### src/rtl/hpp_pkg.sv
// Shared constants and types for the hex polynomial text parser.
package hpp_pkg;

  // Powers must stay strictly below this limit; the power accumulator saturates here.
  localparam int PowerLimit = 65536;
  // Coefficient register width.
  localparam int CoeffBits = 64;
  // Width of the power accumulator, the previous power and the first term count.
  localparam int PowerW = $clog2(PowerLimit + 1);

  // Fixed widths of the result fields.
  localparam int TermPowerW = 16;
  localparam int TermCoefW = 64;
  localparam int CountW = 17;
  localparam int StatusW = 2;

  // Depth of the queue between the parser and the output stage.
  localparam int QDepth = 4;
  localparam int QAw = $clog2(QDepth);

  // Summary status codes.
  localparam logic [StatusW-1:0] StOk = 2'd0;
  localparam logic [StatusW-1:0] StNtt = 2'd1;
  localparam logic [StatusW-1:0] StParse = 2'd2;
  localparam logic [StatusW-1:0] StWide = 2'd3;

  // Result kinds as carried on the output tuser.
  localparam logic KindTerm = 1'b0;
  localparam logic KindSummary = 1'b1;

  // Request kinds as carried on the input tuser.
  localparam logic ReqChar = 1'b0;
  localparam logic ReqEnd = 1'b1;

  // One queue entry: an optional term result followed by an optional summary.
  typedef struct packed {
    logic                  has_term;
    logic                  has_sum;
    logic [TermPowerW-1:0] power;
    logic [TermCoefW-1:0]  coef;
    logic [CountW-1:0]     count;
    logic                  all_zero;
    logic [StatusW-1:0]    status;
  } qentry_t;

endpackage

### src/rtl/hpp_front.sv
// Character parser: runs the grammar state machine and builds queue entries.
module hpp_front (
  input  logic              clk,
  input  logic              rst,
  input  logic              cfg_we,
  input  logic              cfg_wdata,
  input  logic              take,
  input  logic              req_type,
  input  logic [7:0]        char_code,
  output logic              push,
  output hpp_pkg::qentry_t  push_data
);

  localparam logic [2:0] PhCoefStart = 3'd0;
  localparam logic [2:0] PhInCoef = 3'd1;
  localparam logic [2:0] PhExpectCaret = 3'd2;
  localparam logic [2:0] PhInPower = 3'd3;
  localparam logic [2:0] PhExpectPlus = 3'd4;
  localparam logic [2:0] PhExpectSpace = 3'd5;

  localparam logic [7:0] ChX = 8'h78;
  localparam logic [7:0] ChCaret = 8'h5E;
  localparam logic [7:0] ChPlus = 8'h2B;
  localparam logic [7:0] ChSpace = 8'h20;
  localparam logic [7:0] ChZero = 8'h30;
  localparam logic [7:0] ChNine = 8'h39;

  localparam int PW = hpp_pkg::PowerW;
  localparam int CB = hpp_pkg::CoeffBits;

  logic          ntt_form;
  logic [2:0]    phase, phase_next;
  logic [CB-1:0] acc, acc_next;
  logic          wide, wide_next;
  logic          nz, nz_next;
  logic [PW-1:0] pacc, pacc_next;
  logic [PW-1:0] prev, prev_next;
  logic [PW-1:0] ftc, ftc_next;
  logic          fail, fail_next;

  logic          hex_ok;
  logic [3:0]    hex_val;
  logic          is_dec;
  logic [3:0]    dec_val;
  logic [PW+3:0] p10;
  logic          fin_req;
  logic          fin_ok;
  logic [PW-1:0] fin_pw;
  logic          sum_req;
  logic          zero_poly;

  // Character classification.
  always_comb begin
    hex_ok = 1'b1;
    hex_val = 4'd0;
    if (char_code >= ChZero && char_code <= ChNine) begin
      hex_val = 4'(char_code - ChZero);
    end else if (char_code >= 8'h41 && char_code <= 8'h46) begin
      hex_val = 4'(char_code - 8'h37);
    end else if (char_code >= 8'h61 && char_code <= 8'h66) begin
      hex_val = 4'(char_code - 8'h57);
    end else begin
      hex_ok = 1'b0;
    end
    is_dec = (char_code >= ChZero) && (char_code <= ChNine);
    dec_val = 4'(char_code - ChZero);
    p10 = ({4'b0, pacc} << 3) + ({4'b0, pacc} << 1) + (PW+4)'(dec_val);
  end

  // Grammar step, term completion and summary.
  always_comb begin
    phase_next = phase;
    acc_next = acc;
    wide_next = wide;
    nz_next = nz;
    pacc_next = pacc;
    prev_next = prev;
    ftc_next = ftc;
    fail_next = fail;
    fin_req = 1'b0;
    fin_pw = '0;
    sum_req = 1'b0;
    push_data = '0;

    if (take) begin
      if (req_type == hpp_pkg::ReqChar) begin
        if (!fail) begin
          case (phase)
            PhCoefStart: begin
              if (hex_ok) begin
                acc_next = CB'(hex_val);
                if (hex_val != 4'd0) nz_next = 1'b1;
                phase_next = PhInCoef;
              end else begin
                fail_next = 1'b1;
              end
            end
            PhInCoef: begin
              if (hex_ok) begin
                if (acc[CB-1:CB-4] != 4'd0) wide_next = 1'b1;
                acc_next = {acc[CB-5:0], hex_val};
                if (hex_val != 4'd0) nz_next = 1'b1;
              end else if (char_code == ChX) begin
                phase_next = PhExpectCaret;
              end else begin
                fail_next = 1'b1;
              end
            end
            PhExpectCaret: begin
              if (char_code == ChCaret) begin
                pacc_next = '0;
                phase_next = PhInPower;
              end else begin
                fail_next = 1'b1;
              end
            end
            PhInPower: begin
              if (is_dec) begin
                if (p10 > (PW+4)'(hpp_pkg::PowerLimit)) begin
                  pacc_next = PW'(hpp_pkg::PowerLimit);
                end else begin
                  pacc_next = PW'(p10);
                end
              end else if (char_code == ChSpace) begin
                fin_req = 1'b1;
                fin_pw = pacc;
                phase_next = PhExpectPlus;
              end else begin
                fail_next = 1'b1;
              end
            end
            PhExpectPlus: begin
              if (char_code == ChPlus) phase_next = PhExpectSpace;
              else fail_next = 1'b1;
            end
            PhExpectSpace: begin
              if (char_code == ChSpace) phase_next = PhCoefStart;
              else fail_next = 1'b1;
            end
            default: begin
              fail_next = 1'b1;
            end
          endcase
        end
      end else begin
        sum_req = 1'b1;
        if (!fail) begin
          case (phase)
            PhCoefStart: begin
            end
            PhInCoef: begin
              fin_req = 1'b1;
              fin_pw = '0;
            end
            PhInPower: begin
              fin_req = 1'b1;
              fin_pw = pacc;
            end
            default: begin
              fail_next = 1'b1;
            end
          endcase
        end
      end
    end

    // A term is accepted only when its power is below the previous one.
    fin_ok = fin_req && (fin_pw < prev);
    if (fin_req && !fin_ok) fail_next = 1'b1;
    if (fin_ok) begin
      if (ftc == '0) ftc_next = PW'(fin_pw + PW'(1));
      prev_next = fin_pw;
    end

    push_data.has_term = fin_ok;
    push_data.has_sum = sum_req;
    if (fin_ok) begin
      push_data.power = hpp_pkg::TermPowerW'(fin_pw);
      push_data.coef = hpp_pkg::TermCoefW'(acc);
    end

    // Summary status by priority: transformed form, parse error, all zero, too wide.
    zero_poly = (ftc_next == '0) || !nz;
    if (ntt_form) begin
      push_data.status = hpp_pkg::StNtt;
    end else if (fail_next) begin
      push_data.status = hpp_pkg::StParse;
    end else if (zero_poly) begin
      push_data.status = hpp_pkg::StOk;
      push_data.all_zero = 1'b1;
      push_data.count = hpp_pkg::CountW'(ftc_next);
    end else if (wide) begin
      push_data.status = hpp_pkg::StWide;
      push_data.count = hpp_pkg::CountW'(ftc_next);
    end else begin
      push_data.status = hpp_pkg::StOk;
      push_data.count = hpp_pkg::CountW'(ftc_next);
    end
    if (!sum_req) begin
      push_data.status = hpp_pkg::StOk;
      push_data.all_zero = 1'b0;
      push_data.count = '0;
    end

    // The end of the string readies the parser for the next one.
    if (sum_req) begin
      phase_next = PhCoefStart;
      acc_next = '0;
      wide_next = 1'b0;
      nz_next = 1'b0;
      pacc_next = '0;
      prev_next = PW'(hpp_pkg::PowerLimit);
      ftc_next = '0;
      fail_next = 1'b0;
    end
  end

  assign push = take && (fin_ok || sum_req);

  // Parser state registers.
  always_ff @(posedge clk) begin
    if (rst) begin
      ntt_form <= 1'b0;
      phase <= PhCoefStart;
      acc <= '0;
      wide <= 1'b0;
      nz <= 1'b0;
      pacc <= '0;
      prev <= PW'(hpp_pkg::PowerLimit);
      ftc <= '0;
      fail <= 1'b0;
    end else begin
      if (cfg_we) ntt_form <= cfg_wdata;
      phase <= phase_next;
      acc <= acc_next;
      wide <= wide_next;
      nz <= nz_next;
      pacc <= pacc_next;
      prev <= prev_next;
      ftc <= ftc_next;
      fail <= fail_next;
    end
  end

endmodule

### src/rtl/hpp_queue.sv
// Small register queue between the parser and the output stage.
module hpp_queue (
  input  logic              clk,
  input  logic              rst,
  input  logic              push,
  input  hpp_pkg::qentry_t  push_data,
  input  logic              pop,
  output hpp_pkg::qentry_t  head,
  output logic              empty,
  output logic              full
);

  localparam int Aw = hpp_pkg::QAw;

  hpp_pkg::qentry_t mem [hpp_pkg::QDepth];
  logic [Aw-1:0] wr_ptr;
  logic [Aw-1:0] rd_ptr;
  logic [Aw:0]   cnt;
  logic          do_push;
  logic          do_pop;

  assign empty = (cnt == '0);
  assign full = (cnt == (Aw+1)'(hpp_pkg::QDepth));
  assign do_push = push && !full;
  assign do_pop = pop && !empty;
  assign head = mem[rd_ptr];

  // Entry storage.
  always_ff @(posedge clk) begin
    if (do_push) mem[wr_ptr] <= push_data;
  end

  // Pointers and fill count.
  always_ff @(posedge clk) begin
    if (rst) begin
      wr_ptr <= '0;
      rd_ptr <= '0;
      cnt <= '0;
    end else begin
      if (do_push) wr_ptr <= wr_ptr + Aw'(1);
      if (do_pop) rd_ptr <= rd_ptr + Aw'(1);
      if (do_push && !do_pop) cnt <= cnt + (Aw+1)'(1);
      else if (do_pop && !do_push) cnt <= cnt - (Aw+1)'(1);
    end
  end

  // The fill count never passes the depth.
  a_cnt_bound: assert property (@(posedge clk) disable iff (rst)
    cnt <= (Aw+1)'(hpp_pkg::QDepth))
    else $error("queue fill count above depth");

  // A push into a full queue would be lost.
  a_no_lost_push: assert property (@(posedge clk) disable iff (rst)
    push |-> !full)
    else $error("push into full queue");

  // A push without a pop grows the count by one.
  a_cnt_grow: assert property (@(posedge clk) disable iff (rst)
    (do_push && !do_pop) |=> cnt == $past(cnt) + (Aw+1)'(1))
    else $error("fill count did not grow on push");

endmodule

### src/rtl/hpp_back.sv
// Output stage: expands queue entries into term and summary transactions.
module hpp_back (
  input  logic              clk,
  input  logic              rst,
  input  hpp_pkg::qentry_t  head,
  input  logic              empty,
  output logic              pop,
  output logic              m_tvalid,
  input  logic              m_tready,
  output logic [103:0]      m_tdata,
  output logic              m_tuser,
  output logic              m_tlast
);

  hpp_pkg::qentry_t ent;
  logic busy;
  logic term_pend;
  logic xfer;
  logic done;

  assign xfer = busy && m_tready;
  // The entry is finished after its summary, or after a term with no summary.
  assign done = xfer && !(term_pend && ent.has_sum);
  assign pop = (!busy || done) && !empty;

  assign m_tvalid = busy;
  assign m_tuser = term_pend ? hpp_pkg::KindTerm : hpp_pkg::KindSummary;
  assign m_tlast = term_pend ? !ent.has_sum : 1'b1;

  // Term results carry power and coefficient; summaries carry count, flag and status.
  always_comb begin
    if (term_pend) begin
      m_tdata = {4'b0, hpp_pkg::StOk, 1'b0, 17'd0, ent.coef, ent.power};
    end else begin
      m_tdata = {4'b0, ent.status, ent.all_zero, ent.count, 64'd0, 16'd0};
    end
  end

  // Output register control.
  always_ff @(posedge clk) begin
    if (rst) begin
      busy <= 1'b0;
      term_pend <= 1'b0;
    end else if (pop) begin
      busy <= 1'b1;
      term_pend <= head.has_term;
    end else if (done) begin
      busy <= 1'b0;
      term_pend <= 1'b0;
    end else if (xfer) begin
      term_pend <= 1'b0;
    end
  end

  // Entry payload.
  always_ff @(posedge clk) begin
    if (pop) ent <= head;
  end

  // A held entry always has something to send.
  a_entry_nonempty: assert property (@(posedge clk) disable iff (rst)
    busy |-> (ent.has_term || ent.has_sum))
    else $error("held entry carries no result");

  // Once the term is gone, what remains must be a summary.
  a_summary_left: assert property (@(posedge clk) disable iff (rst)
    (busy && !term_pend) |-> ent.has_sum)
    else $error("summary phase without summary");

  // A waiting entry follows a completed one without a gap.
  a_no_gap: assert property (@(posedge clk) disable iff (rst)
    (done && !empty) |=> m_tvalid)
    else $error("output idle while queue holds entries");

endmodule

### src/rtl/hex_polynomial_text_parser.sv
// Top level of the hex polynomial text parser.
//
//  Channel  Dir  Handshake          Contents
//  cfg      in   cfg_we             cfg_wdata = ntt_form
//  s        in   s_tvalid/s_tready  tuser = req_type, tdata[7:0] = char_code
//  m        out  m_tvalid/m_tready  tuser = result_kind, tlast = last,
//                                   tdata = power, coefficient, count, all_zero, status
//
// One input transaction is taken per cycle while the queue is not full; the parser state
// machine steps once per taken transaction. A transaction that completes a term or ends
// the string is written into a four-entry queue; the output stage loads queue entries into
// its entry register, and an end of string with a pending term is sent as a term, then a summary.
// Synchronous reset returns the parser to the start of a string and empties the queue.
// s_tready drops only while the queue is full; the output stalls freely on m_tready.
module hex_polynomial_text_parser (
  input  logic          clk,
  input  logic          rst,
  input  logic          cfg_we,
  input  logic          cfg_wdata,   // ntt_form
  input  logic          s_tvalid,
  output logic          s_tready,
  input  logic [7:0]    s_tdata,     // [7:0] char_code
  input  logic          s_tuser,     // [0] req_type
  output logic          m_tvalid,
  input  logic          m_tready,
  output logic [103:0]  m_tdata,     // [15:0] term_power, [79:16] term_coefficient,
                                     // [96:80] coefficient_count, [97] all_zero,
                                     // [99:98] status, [103:100] zero
  output logic          m_tuser,     // [0] result_kind
  output logic          m_tlast
);

  hpp_pkg::qentry_t push_data;
  hpp_pkg::qentry_t head;
  logic push;
  logic pop;
  logic empty;
  logic full;
  logic take;

  assign s_tready = !full;
  assign take = s_tvalid && s_tready;

  // Parser front end.
  hpp_front u_front (
    .clk       (clk),
    .rst       (rst),
    .cfg_we    (cfg_we),
    .cfg_wdata (cfg_wdata),
    .take      (take),
    .req_type  (s_tuser),
    .char_code (s_tdata),
    .push      (push),
    .push_data (push_data)
  );

  // Decoupling queue.
  hpp_queue u_queue (
    .clk       (clk),
    .rst       (rst),
    .push      (push),
    .push_data (push_data),
    .pop       (pop),
    .head      (head),
    .empty     (empty),
    .full      (full)
  );

  // Result output stage.
  hpp_back u_back (
    .clk      (clk),
    .rst      (rst),
    .head     (head),
    .empty    (empty),
    .pop      (pop),
    .m_tvalid (m_tvalid),
    .m_tready (m_tready),
    .m_tdata  (m_tdata),
    .m_tuser  (m_tuser),
    .m_tlast  (m_tlast)
  );

endmodule

### config.mk
export PLATFORM = sky130hd
export DESIGN_NAME = hex_polynomial_text_parser
export DESIGN_NICKNAME = d
export VERILOG_FILES = /design/src/rtl/hpp_pkg.sv /design/src/rtl/hpp_front.sv /design/src/rtl/hpp_queue.sv /design/src/rtl/hpp_back.sv /design/src/rtl/hex_polynomial_text_parser.sv
export SDC_FILE = /design/constraint.sdc
export NUM_CORES = 1
export LEC_CHECK = 0
export ABC_AREA = 1
export BUFFER_PORTS_ARGS = -buffer_cell sky130_fd_sc_hd__buf_2
export CORE_UTILIZATION = 39
export CTS_BUF_LIST = sky130_fd_sc_hd__clkbuf_8 sky130_fd_sc_hd__clkbuf_16
export CTS_CLUSTER_DIAMETER = 60
export CTS_CLUSTER_SIZE = 16
export DETAILED_ROUTE_END_ITERATION = 8
export GPL_TIMING_DRIVEN = 0
export PLACE_DENSITY = 0.67
export RECOVER_POWER = 25
export SYNTH_ARGS = -nofsm -noshare
export SYNTH_HDL_FRONTEND = slang
export SYNTH_SLANG_ARGS = --single-unit
### constraint.sdc
create_clock -name clk -period 8.14 [get_ports clk]
set_clock_uncertainty 0.2 [all_clocks]
set_input_delay 0.407 -clock clk [delete_from_list [all_inputs] [get_ports clk]]
set_output_delay 0.407 -clock clk [all_outputs]
set_load 0.02 [all_outputs]
Word-level counts from Yosys, hierarchy flattened:

Memories as Yosys holds them, arrays and structs flattened. A register that Yosys moved wholly into a read port is not among the register bits.
Cells that the tools add are included.

* register bits after elaboration: 232
* latch bits: 0
* memory bits (writable): 408
* bits in read-only memories: 0
* bits of input ports: 15
* output and inout port bits: 108
* logic and storage cells: 188
* memories kept: 1

* add/sub/neg operators: 10
* $mul: 0
* divide/modulo/power cells: 0
* magnitude comparators: 8
* equality and inequality tests: 20
* shift-type cells: 0
* mux-type cells: 79
* bitwise logic cells: 2
* reduce and logical (&&, ||, !) cells: 48

Memory list
* u_queue.mem: words 4, bits a word 102, rd ports 1, clocked after Yosys merged registers in 1, write ports 1, line hpp_queue.sv:15 `hpp_pkg::qentry_t mem [hpp_pkg::QDepth];`

Operator list (count)
* $mux 17: 13
* $mux 64: 2
* $pmux 64 s2: 1
* $mux 100: 1
* $mux 80: 1
* $mux 1: 36
* $mux 18: 2
* $logic_not 17->1: 2
* $pmux 17 s2: 1
* $mux 3: 10
* $reduce_and 6->1: 4
* $add 20x18->21: 1
* $add 21x4->21: 1
* $gt 21x17->1 const B: 1
* $mux 20: 1
* $pmux 3 s6: 1
* $add 17x1->17 const B: 1
* $lt 17x17->1: 1
* $eq 8x6->1 const B: 2
* $eq 8x7->1 const B: 2
* $ge 8x7->1 const B: 2
* $le 8x7->1 const B: 2
* $ne 2x1->1 const B: 8
* $logic_and 1x1->1: 15
* other kinds (25): 56

Depth between registers and ports, before layout:

Gate-level depths: netlist of the first run.

* depth after elaboration: 16
* depth in mapped cells: 28
* mapped depth without buffers: 27

Modules after synthesis:

A second synthesis of the first run with hierarchy kept.

* cells, all modules: 2574
* area, all modules: 27634.0 sq um

By module, submodules not included
* hpp_queue: instances 1, cells an instance 1056, area each 15566.2 sq um, sequential area each 12431.9 sq um
* hpp_front: instances 1, cells an instance 1185, area each 8074.0 sq um, sequential area each 2442.3 sq um
* hpp_back: instances 1, cells an instance 330, area each 3980.1 sq um, sequential area each 3072.9 sq um
* hex_polynomial_text_parser: instances 1, cells an instance 3, area each 13.8 sq um, sequential area each 0.0 sq um

Least setup slack after synthesis of the first run:

No wires, ideal clock.

* kind: in2reg
* start point: input s_tdata[1]
* end point: memory u_queue.mem[0][0] (netlist name) (enable)
* setup time: 0.563 ns
* arrival time: 7.072 ns
* data required time: 7.377 ns
* slack: 0.305 ns
* cell stages on the path: 19
* path buffers: 2
* cells stage by stage: inv_1 > ha_1 > inv_1 > nor2_1 > nand2_1 > nand2_1 > buf_4 > nand2_1 > nor3_1 > ha_1 > a21o_1 > nor2_1 > nand2_1 > a21oi_1 > nand3_2 > buf_2 > nand2_1 > inv_1 > nor2_1

* word-level cells in the longest chain between the ends: 14
* elaborated cells between the ends (all ways): 23
* those cells by class: order compare: 3; eq/ne: 1; mux: 14; reduce/logical: 5

RTL lines
* start: declaration: line hex_polynomial_text_parser.sv:22 `input logic [7:0] s_tdata,`
* $ge 8x6->1, or another cell as far along: line hpp_front.sv:65 `is_dec = (char_code >= ChZero) && (char_code <= ChNine);`
* $logic_and 1x1->1 / $mux 17 (equally long branches): line hpp_front.sv:65, hpp_front.sv:124
* $mux 17 (*): line hpp_front.sv:118 `if (is_dec) begin`
* $mux 17 (*): line hpp_front.sv:88 `case (phase)`
* $mux 17 (*): line hpp_front.sv:87 `if (!fail) begin`
* $mux 17 (*): line hpp_front.sv:86 `if (req_type == hpp_pkg::ReqChar) begin`
* $mux 17 (*): line hpp_front.sv:85 `if (take) begin`
* net u_front.fin_pw[16]: line hpp_front.sv:48 `logic [PW-1:0] fin_pw;`
* $lt 17x17->1 (*): line hpp_front.sv:168 `fin_ok = fin_req && (fin_pw < prev);`
* $logic_and 1x1->1 (*): line hpp_front.sv:168
* $logic_or 1x1->1 (*): line hpp_front.sv:218 `assign push = take && (fin_ok || sum_req);`
* $logic_and 1x1->1 (*): line hpp_front.sv:218
* $logic_and 1x1->1 (*): line hpp_queue.sv:24 `assign do_push = push && !full;`
* net u_queue.do_push: line hpp_queue.sv:19 `logic do_push;`
* $mux 1 (*): line hpp_queue.sv:30 `if (do_push) mem[wr_ptr] <= push_data;`
* $mux 1 (not written as such) (*): line hpp_queue.sv:30
* end: declaration: line hpp_queue.sv:15

Mark *: on every way through the listed nets, which the timed path passes. The rest lies on a longest branch.

Worst setup path in the final report of the first run:

* start point: input s_tdata[0]
* end point: memory u_queue.mem[2][86] (netlist name) (enable)

The elaborated chain is that of the path after synthesis.

==> summary.txt, run 1 <==
Post-synthesis cell count = 2623
Clk pin slew, worst setup/hold paths = 70 ps
Syn Std Cell Area = 0.02754 mm^2
WP data arrival = 5700 ps
P&R area growth vs syn = 12.97%
Worst Hold Class = in -> reg
Post-synth top cells = 509 x edfxtp_1, 428 x nor2_1, 315 x inv_1, 291 x nand2_1, 236 x o21ai_0
Synth area leaders = edfxtp_1 55%, dfxtp_1 9.7%, nor2_1 5.8%, inv_1 4.3%, o21ai_0 4.3%
Stages on worst setup path = 25
Final Util = 44.51%
Initial antenna violation count = 1
Max IR drop VDD = 0.2452 mV
Worst-margin pin slew = 2904 ps
Synth Area per Inst = 10.50 um^2
Power per cell area = 282.8 mW/mm^2
Yosys warning total = 0
Crit share post-route = 68.94%
Endpoints failing hold = 0
Antenna-violating nets left = 0
Final net count = 2898
Total congestion overflow = 0
DP Area = 0.02974 mm^2
Number of clock sinks = 642
RSZ-0062 raised after global routing = no
EDFF count, synth = 509
Die extent in x = 267.8 um
Post-synthesis sequential area ratio = 65.16%
Post-CTS Resized = 0
Yosys reg bits = 642
Bufs on Longest Clock Path = 3
FF-to-FF path depth = 5
CP Class = in -> reg
DRC = 0
Max Fanout on Critical Path = 23
WL per Instance = 17.22 um
Detailed-route vias per instance = 5.004
Max_cap viols = 2
Total global-route track usage = 18.03%
Setup crit end kind = flop
Hold Crit Depth = 4
Reg2Reg Launch Point = u_queue.cnt[0]
Worst path max stage delay = 610 ps
Achievable Freq = 0.1782 GHz
Critical Path RT = 8230 ps
TritonCTS clock tree = built
Startpoint Class = primary input
GPL Wtd Cong = 0.9016
Root Buffer = clkbuf_16
Worst-Skew Late Latency = 590 ps
Worst slew margin = -94.66%
CP delay by family, top = buffers and inverters
Row count = 97
Main flop type after synthesis = edfxtp_1
Num CTS Buffers = 48
H-tree levels = 2
PortBufs = 117
Hold Path End = u_front.acc[2]
Cell area after layout = 0.03111 mm^2
Total Die Area = 0.07169 mm^2
Routed vias = 19000
Synth area leader = edfxtp_1
# setup viols final = 0
Initial core utilization = 39.40%
Post-layout min period = 5612 ps
Leakage = 11.96 nW
Layout cells sized above 1 = 6.055%
Critical path buffer and inverter count = 11
Top-area cell type share of the netlist area = 55.49%
Diode count = 0
Most common cell in the netlist = edfxtp_1
First-iteration detailed-routing DRC count = 1502
Post-detail-place hpwl = 44.90 mm
Vias in the first global route = 18080
Yosys cell types = 50
Die Ht = 267.8 um
Hold_ws = 177.3 ps
CP max stage cell = nor2_4
R2R Setup Slk = 2820 ps
I/O pin cnt = 123
Hold Crit Start = s_tdata[2]
Failing checks = max-capacitance violations, max-slew violations
Reg2Reg Capture Point = u_back.ent[62]
Status = finished, violations left
1st-pass router iterations = 5
Global-route wire length before repair = 100.1 mm
Ys async rst share = 0%
Final number of max-transition violations = 109
Most used cell, CP = nand2_1
Largest net degree at the start of global routing = 62
Fillers = 6582
Core Region = 0.06991 mm^2
Routed WL = 65.38 mm
## placed cells by master, fill, tap and decap left out, types with 8 or more instances in the layout
cell type  instances
edfxtp_1         509
nor2_1           424
inv_1            346
nand2_1          291
o21ai_0          236
clkbuf_1         193
a21oi_1          149
dfxtp_1          133
o22ai_1          103
nand3_1           69
ha_1              63
a211oi_1          61
clkbuf_16         49
buf_2             43
nand4_1           23
nor3_1            15
nor2_4            14
buf_12            10
buf_1              9
xnor2_1            9
buf_4              8
inv_2              8
## worst register-to-register path: stages, from the launching register on
cell        delay, ps
dfxtp_1           350
nor2_1            150
nand2_1           120
nand2_1           140
clkinvlp_2       2180
clkbuf_1         1490
## layout make-up
class	count	area [um^2]	area share [%]
Inverter	326	1227	3.945
Sequential cell	642	17950	57.68
Clock buffer	50	1240	3.985
Buffer	136	560.5	1.802
Clock inverter	40	197.7	0.6354
Tap cell	940	1176	3.780
Multi-Input combinational cell	1522	7846	25.22
Timing Repair Buffer	141	919.6	2.956
## per-layer routing
layer	part of all wire, %	routed length (um)	global-route usage, %	up-vias
met5	0.024	16	0	-
met4	2.7	1780	5.544	2
met3	4.7	3070	2.144	111
met2	50	32720	31.84	515
met1	43	27800	23.07	9000
li1	-	-	-	9373
## sequential cells by signal, summed over array words and instances, names as in the netlist, named ones only
name	count
u_front.acc	64
u_back.m_tvalid	1
u_front.wide	1
u_front.ftc	17
u_back.ent	101
u_front.fail	1
u_front.pacc	17
u_front.ntt_form	1
u_back.term_pend	1
u_queue.wr_ptr	2
u_front.phase	3
u_queue.cnt	3
u_queue.mem	408
u_front.nz	1
u_queue.rd_ptr	2
u_front.prev	17
## worst max path at each step
stage / from / end / slack (ps)
after floorplan: s_tdata[1] / u_queue.mem[0][0] / 300
after global placement: s_tdata[0] / u_queue.mem[3][65] / -4060
after detailed placement: s_tdata[0] / u_queue.mem[2][85] / 2540
after CTS: s_tdata[0] / u_queue.mem[2][84] / 2610
after global routing: s_tdata[0] / u_queue.mem[2][87] / 2200
final: s_tdata[0] / u_queue.mem[2][86] / 2530
## through the flow
step           worst slack (ps)  power [mW]  setup TNS, ps  std cells
4_1_cts                    2610       8.903              0       3797
6_report                   2528       8.798              0       3797
3_3_place_gp              -4060       6.676       -1603120       3683
2_1_floorplan             304.6       5.769              0       2626
5_1_grt                    2200       9.252              0       3797
3_5_place_dp               2540       6.699              0       3700
## what timing repair did
item                       CTS  global route
setup endpoints to repair    0             0
hold buffers                 7             0
setup buffers                0             0
hold endpoints to repair     4             0
## kinds of logic after synthesis
family / Yosys count / share of synthesized area (%)
fa+ha+maj: 66 / 3.080
compound gates: 572 / 11.59
flops: 642 / 65.16
simple gates: 864 / 13.14
buf+inv: 462 / 6.501
xor+xnor: 16 / 0.5088
other cells: 1 / 0.01362
## where the power goes
part,total [mW],internal [mW],switching [mW]
Sequential,4.25,4.13,0.116
Clock,2.23,1.11,1.12
Combinational,2.32,0.565,1.76
Total,8.80,5.81,2.99
No activity file was read; power rests on OpenSTA's default activity.
==> run 2: changes to the inputs <==
PLACE_DENSITY = 0.65   (was 0.67)
clock period = 5.6 ns   (was 8.14 ns; I/O delays follow)
==> run 2 against run 1 <==
Compared with the run above: the run still ends with max-capacitance violations, max-slew violations left; register-to-register slack got worse by 2200 ps; wire length rose by 0.94%; setup slack got worse by 2000 ps; clock-buffer cell count unchanged; non-clock buffer count up 4; clock power increased by 45%; sequential power rose by 45%; first-iteration DRC count grew 5.3%; core utilization about the same; critical endpoint is now u_queue.mem[1][26]; largest cell class unchanged; largest power group unchanged.
==> summary.txt, run 2 (same netlist as run 1, synthesis figures left out) <==
Worst slew margin = -40.28%
Total Die Area = 0.07169 mm^2
Reg with most FFs = u_queue.mem
Crit share post-route = 91.01%
Post-CTS Resized = 0
Layout cells sized above 1 = 5.353%
PortBufs = 117
Vias in the first global route = 18090
Bufs on Longest Clock Path = 3
CP Cell Sequence = dlygate4sd3_1, buf_2, inv_1, ha_1, inv_1, nor2_1, nand2_1, nand2_1, buf_4, nand2_1, nor3_1, ha_1, a21o_1, nor2_1, nand2_1, a21oi_1, nand3_2, buf_2, nand2_1, inv_1, nor2_4, buf_16, buf_12
Post-detail-place hpwl = 44.87 mm
Power per cell area = 410.2 mW/mm^2
Worst-Skew Late Latency = 590 ps
Initial core utilization = 39.40%
Routed met2 length = 32.29 mm
Die extent in x = 267.8 um
1st-pass router iterations = 5
Detailed-route vias per instance = 5.033
Total congestion overflow = 0
Final number of max-transition violations = 109
WP data arrival = 5180 ps
Total global-route track usage = 18.35%
Fillers = 6602
First-iteration detailed-routing DRC count = 1582
Worst-margin pin slew = 2093 ps
CP Class = in -> reg
I/O pin cnt = 123
Worst Hold Class = in -> reg
CP max stage cell = dlygate4sd3_1
P&R area growth vs syn = 12.89%
Max IR drop VDD = 0.2892 mV
DRC = 0
Critical Path RT = 5680 ps
Leakage = 11.88 nW
Routed WL = 66.00 mm
Core Region = 0.06991 mm^2
Clk pin slew, worst setup/hold paths = 80 ps
Final net count = 2902
Largest registers = u_queue.mem: 408 flops, u_back.ent: 101 flops, u_front.acc: 64 flops
M1 WL = 28.38 mm
Root Buffer = clkbuf_16
Num CTS Buffers = 47
# setup viols final = 0
Final cell count without fillers = 3801
Post-layout min period = 5096 ps
Endpoints failing hold = 0
Number of clock sinks = 642
Status = finished, violations left
Setup crit end kind = flop
Setup TNS = 0 ps
Global-route wire length before repair = 101.9 mm
Top Layer Used = met4
Max_cap viols = 2
Initial antenna violation count = 4
Startpoint Class = primary input
Most frequent cells in the layout = 509 x edfxtp_1, 424 x nor2_1, 346 x inv_1, 291 x nand2_1, 236 x o21ai_0
TritonCTS clock tree = built
Tot Pwr = 12.75 mW
Failing checks = max-capacitance violations, max-slew violations
Routed vias = 19130
Max Fanout on Critical Path = 26
Critical path buffer and inverter count = 9
H-tree levels = 2
GPL Wtd Cong = 0.9024
Row count = 97
Largest net degree at the start of global routing = 66
WL per Instance = 17.36 um
DP Area = 0.02971 mm^2
Dpl cells = 3700
RSZ-0062 raised after global routing = no
Achievable Freq = 0.1962 GHz
Cell area after layout = 0.03109 mm^2
Largest register FFs = 408
Die Ht = 267.8 um
CP delay by family, top = buffers and inverters
Commonest non-fill, non-tap cell in the layout = edfxtp_1
Worst path max stage delay = 530 ps
WL met3 = 3.382 mm
Most used cell, CP = nand2_1
Antenna-violating nets left = 0
[run 2: changes by cell type in the layout (fill, tap and decap cells not counted), moves of 2 or more]
cell and delta:
clkbuf_1 +20, buf_12 +3, buf_16 -3, buf_2 -22, buf_4 +4, clkinv_4 -2
diode_2 +3
[run 2: metal layers]
metal  global-route usage (%)  up-vias
li1                         -     9382
met1                    23.97     9124
met2                    31.35      519
met3                    2.401      105
met4                    6.378        0
met5                        0        -
[run 2: metrics by stage]
stage / hold slack (ps) / setup WS [ps] / utilization (%)
final: 60.64 / 503.6 / 44.48
after global routing: 81.11 / 121.6 / 44.47
after CTS: 41.96 / 155.4 / 44.63
after detailed placement: 259.2 / 114.1 / 42.50
after global placement: 253.6 / -3425 / 41.95
after floorplan: 149.1 / -414.1 / -
[run 2: final cells by class]
cell class / instances / area [um^2] / share of cell area (%)
Tap cell: 940 / 1176 / 3.783
Timing Repair Buffer: 145 / 904.6 / 2.909
Multi-Input combinational cell: 1523 / 7853 / 25.26
Antenna cell: 3 / 7.507 / 0.02414
Sequential cell: 642 / 17950 / 57.72
Buffer: 136 / 556.8 / 1.791
Inverter: 326 / 1227 / 3.948
Clock inverter: 36 / 180.2 / 0.5795
Clock buffer: 50 / 1240 / 3.988
[run 2: final timing paths]
check | endpoint | cells past startpoint | slack (ps) | startpoint
max reg2reg | u_back.term_pend | 8 | 670 | u_queue.cnt[0]
max | u_queue.mem[1][26] | 23 | 500 | s_tdata[0]
min | u_front.nz | 6 | 60 | s_tuser
min reg2reg | u_front.prev[13] | 2 | 270 | u_front.prev[13]
[run 2: worst reg2reg max path: cells and delay by family, from the launching register on]
family / cells / cell delay, ps
AND/OR/NAND/NOR: 4 / 760
AO/OA/AOI/OAI: 1 / 80
flip-flops: 1 / 350
buffers and inverters: 3 / 3430
[run 2: repair_timing]
item                                    in CTS  in global routing
endpoints found under the setup margin       0                130
hold endpoints to repair                     4                  0
setup buffers                                0                  4
hold buffers                                 7                  0
[run 2: power by group]
part           total, mW  internal [mW]  switching (mW)
combinational       3.36          0.810            2.55
sequential          6.15           5.99           0.167
clock               3.24           1.64            1.59
total               12.8           8.44            4.31
==> run 3: changes to the inputs <==
CTS_BUF_LIST = sky130_fd_sc_hd__clkbuf_8   (was sky130_fd_sc_hd__clkbuf_8 sky130_fd_sc_hd__clkbuf_16)
==> run 3 against run 2 <==
Compared with the run above: the run still ends with max-capacitance violations, max-slew violations left; combinational power about the same; first-iteration DRC count shrank 2.1%; non-clock buffer count is the same; hold slack improved by 0.67 ps; sequential share of layout area grew 1.1 points; die area did not move; core utilization fell by 0.81 points; cell area decreased by 1.8%; global-route usage down 0.078 points.
==> summary.txt, run 3 (same netlist as run 1, synthesis figures left out) <==
Status = finished, violations left
Failing checks = max-capacitance violations, max-slew violations
Endpoints failing hold = 0
FF-to-FF path depth = 8
Max IR drop VDD = 0.1987 mV
Largest registers = u_queue.mem: 408 flops, u_back.ent: 101 flops, u_front.acc: 64 flops
DRC = 0
GPL Wtd Cong = 0.9024
Row count = 97
Power per cell area = 388.9 mW/mm^2
1st-pass router iterations = 5
Most frequent cells in the layout = 509 x edfxtp_1, 424 x nor2_1, 346 x inv_1, 291 x nand2_1, 236 x o21ai_0
Total congestion overflow = 0
Post-detail-place hpwl = 44.87 mm
# setup viols final = 0
I/O pin cnt = 123
Detailed-route vias per instance = 5.006
Core Region = 0.06991 mm^2
CP delay by family, top = buffers and inverters
WP data arrival = 5350 ps
Crit share post-route = 92.95%
CP Class = in -> reg
Final Util = 43.67%
Bufs on Longest Clock Path = 3
Crit. Startpoint = s_tdata[0]
Layout cells sized above 1 = 5.215%
Worst Hold Class = in -> reg
Setup TNS = 0 ps
Number of clock sinks = 642
Reg power frac = 51.8%
Reg2Reg Launch Point = u_queue.cnt[0]
Global-route wire length before repair = 101.3 mm
P&R area growth vs syn = 10.84%
Worst-Skew Late Latency = 660 ps
CP Cell Sequence = dlygate4sd3_1, buf_2, inv_1, ha_1, inv_1, nor2_1, nand2_1, nand2_1, buf_4, nand2_1, nor3_1, ha_1, a21o_1, nor2_1, nand2_1, a21oi_1, nand3_2, buf_2, nand2_1, inv_1, nor2_4, buf_12, buf_16
Root Buffer = clkbuf_8
R2R Setup Slk = 630 ps
Antenna-violating nets left = 0
Setup crit end kind = flop
Final number of max-transition violations = 109
Worst path max stage delay = 620 ps
CP max stage cell = nor2_4
Commonest non-fill, non-tap cell in the layout = edfxtp_1
Achievable Freq = 0.1921 GHz
Die Ht = 267.8 um
PortBufs = 117
Sw power = 4.193 mW
Clk pin slew, worst setup/hold paths = 100 ps
Power share of the clock group = 19.9%
Combinational Power Share = 28.3%
Worst-margin pin slew = 2107 ps
P_int = 7.679 mW
Largest net degree at the start of global routing = 66
Initial antenna violation count = 3
Most used cell, CP = nand2_1
Max_cap viols = 2
Total global-route track usage = 18.27%
Routed WL = 65.70 mm
H-tree levels = 2
Reg2Reg Capture Point = u_back.term_pend
Final net count = 2901
Dpl cells = 3700
Routed vias = 19020
Initial core utilization = 39.40%
First-iteration detailed-routing DRC count = 1549
Largest register FFs = 408
Post-CTS Resized = 0
Total Die Area = 0.07169 mm^2
WL per Instance = 17.29 um
Startpoint Class = primary input
Post-layout min period = 5205 ps
Critical Path RT = 5750 ps
Worst slew margin = -41.25%
Final cell count without fillers = 3800
Hold Crit Start = s_tvalid
Stages on worst setup path = 23
Die extent in x = 267.8 um
Leakage = 11.62 nW
Num CTS Buffers = 47
Switch share = 35.32%
RSZ-0062 raised after global routing = no
Max Fanout on Critical Path = 22
Vias in the first global route = 18010
TritonCTS clock tree = built
Reg with most FFs = u_queue.mem
Critical path buffer and inverter count = 9
Setup crit end = u_queue.mem[3][61]
[run 3: cell types whose count changed in the layout (fill, tap and decap cells not counted)]
cell,before,now
clkbuf_16,49,0
clkbuf_8,1,50
dlygate4sd3_1,7,10
buf_4,12,10
buf_12,13,12
nor2_2,6,5
[run 3: worst min path at each step]
stage | endpoint | cells after the start | slack, ps
3_3_place_gp | u_front.prev[5] | 2 | 250
3_5_place_dp | u_front.prev[15] | 2 | 260
6_report | u_queue.mem[2][100] | 3 | 60
4_1_cts | u_front.phase[0] | 5 | 9
5_1_grt | u_queue.mem[0][100] | 3 | 40
2_1_floorplan | u_back.m_tvalid | 1 | 150
[run 3: routing by layer]
metal / vias up / GRT usage [%] / share of wire [%]
met5: - / 0 / 0
met2: 506 / 31.13 / 49
li1: 9363 / - / -
met4: 0 / 6.440 / 3.1
met1: 9055 / 23.86 / 43
met3: 99 / 2.474 / 5.2
[run 3: repair_timing]
| action | in CTS | in global routing |
|---|---|---|
| hold endpoints to repair | 20 | 0 |
| hold buffers | 10 | 0 |
| setup endpoints to repair | 0 | 31 |
| setup buffers | 0 | 1 |
[run 3: worst register-to-register path, stage by stage (launching register included)]
cell           delay, ps
dfxtp_1              360
nor2_1               170
nand2_1              150
nand2_1              150
clkinvlp_2          1590
clkbuf_2            1310
nand2_1              300
a21oi_1               80
dlygate4sd3_1        550
[run 3: final cells by class]
type | instances | area (um^2)
antenna | 3 | 7.507
buffer | 136 | 556.8
clock buffer | 50 | 688.2
clock inverter | 36 | 180.2
fill | 6685 | 39380
inverter | 326 | 1227
multi-input combinational | 1522 | 7846
sequential | 642 | 17950
tap | 940 | 1176
timing repair buffer | 145 | 899.6
[run 3: power groups by stage]
| stage | logic, mW | clock network (mW) | registers (mW) |
|---|---|---|---|
| 2_1_floorplan | 2.14 | 0 | 6.24 |
| 3_3_place_gp | 3.38 | 0 | 6.33 |
| 3_5_place_dp | 3.50 | 0 | 6.24 |
| 4_1_cts | 3.52 | 2.43 | 6.13 |
| 5_1_grt | 3.76 | 2.59 | 6.21 |
| 6_report | 3.36 | 2.36 | 6.15 |
[run 3: per-stage QoR]
stage	instance area [um^2]	power, mW	worst slack [ps]	hold WS [ps]
2_1_floorplan	27560	8.376	-414.1	149.1
3_3_place_gp	29330	9.709	-3425	253.6
3_5_place_dp	29710	9.741	114.1	259.2
4_1_cts	30680	12.07	248.4	8.726
5_1_grt	30530	12.56	32.77	44.12
6_report	30530	11.87	394.8	61.30
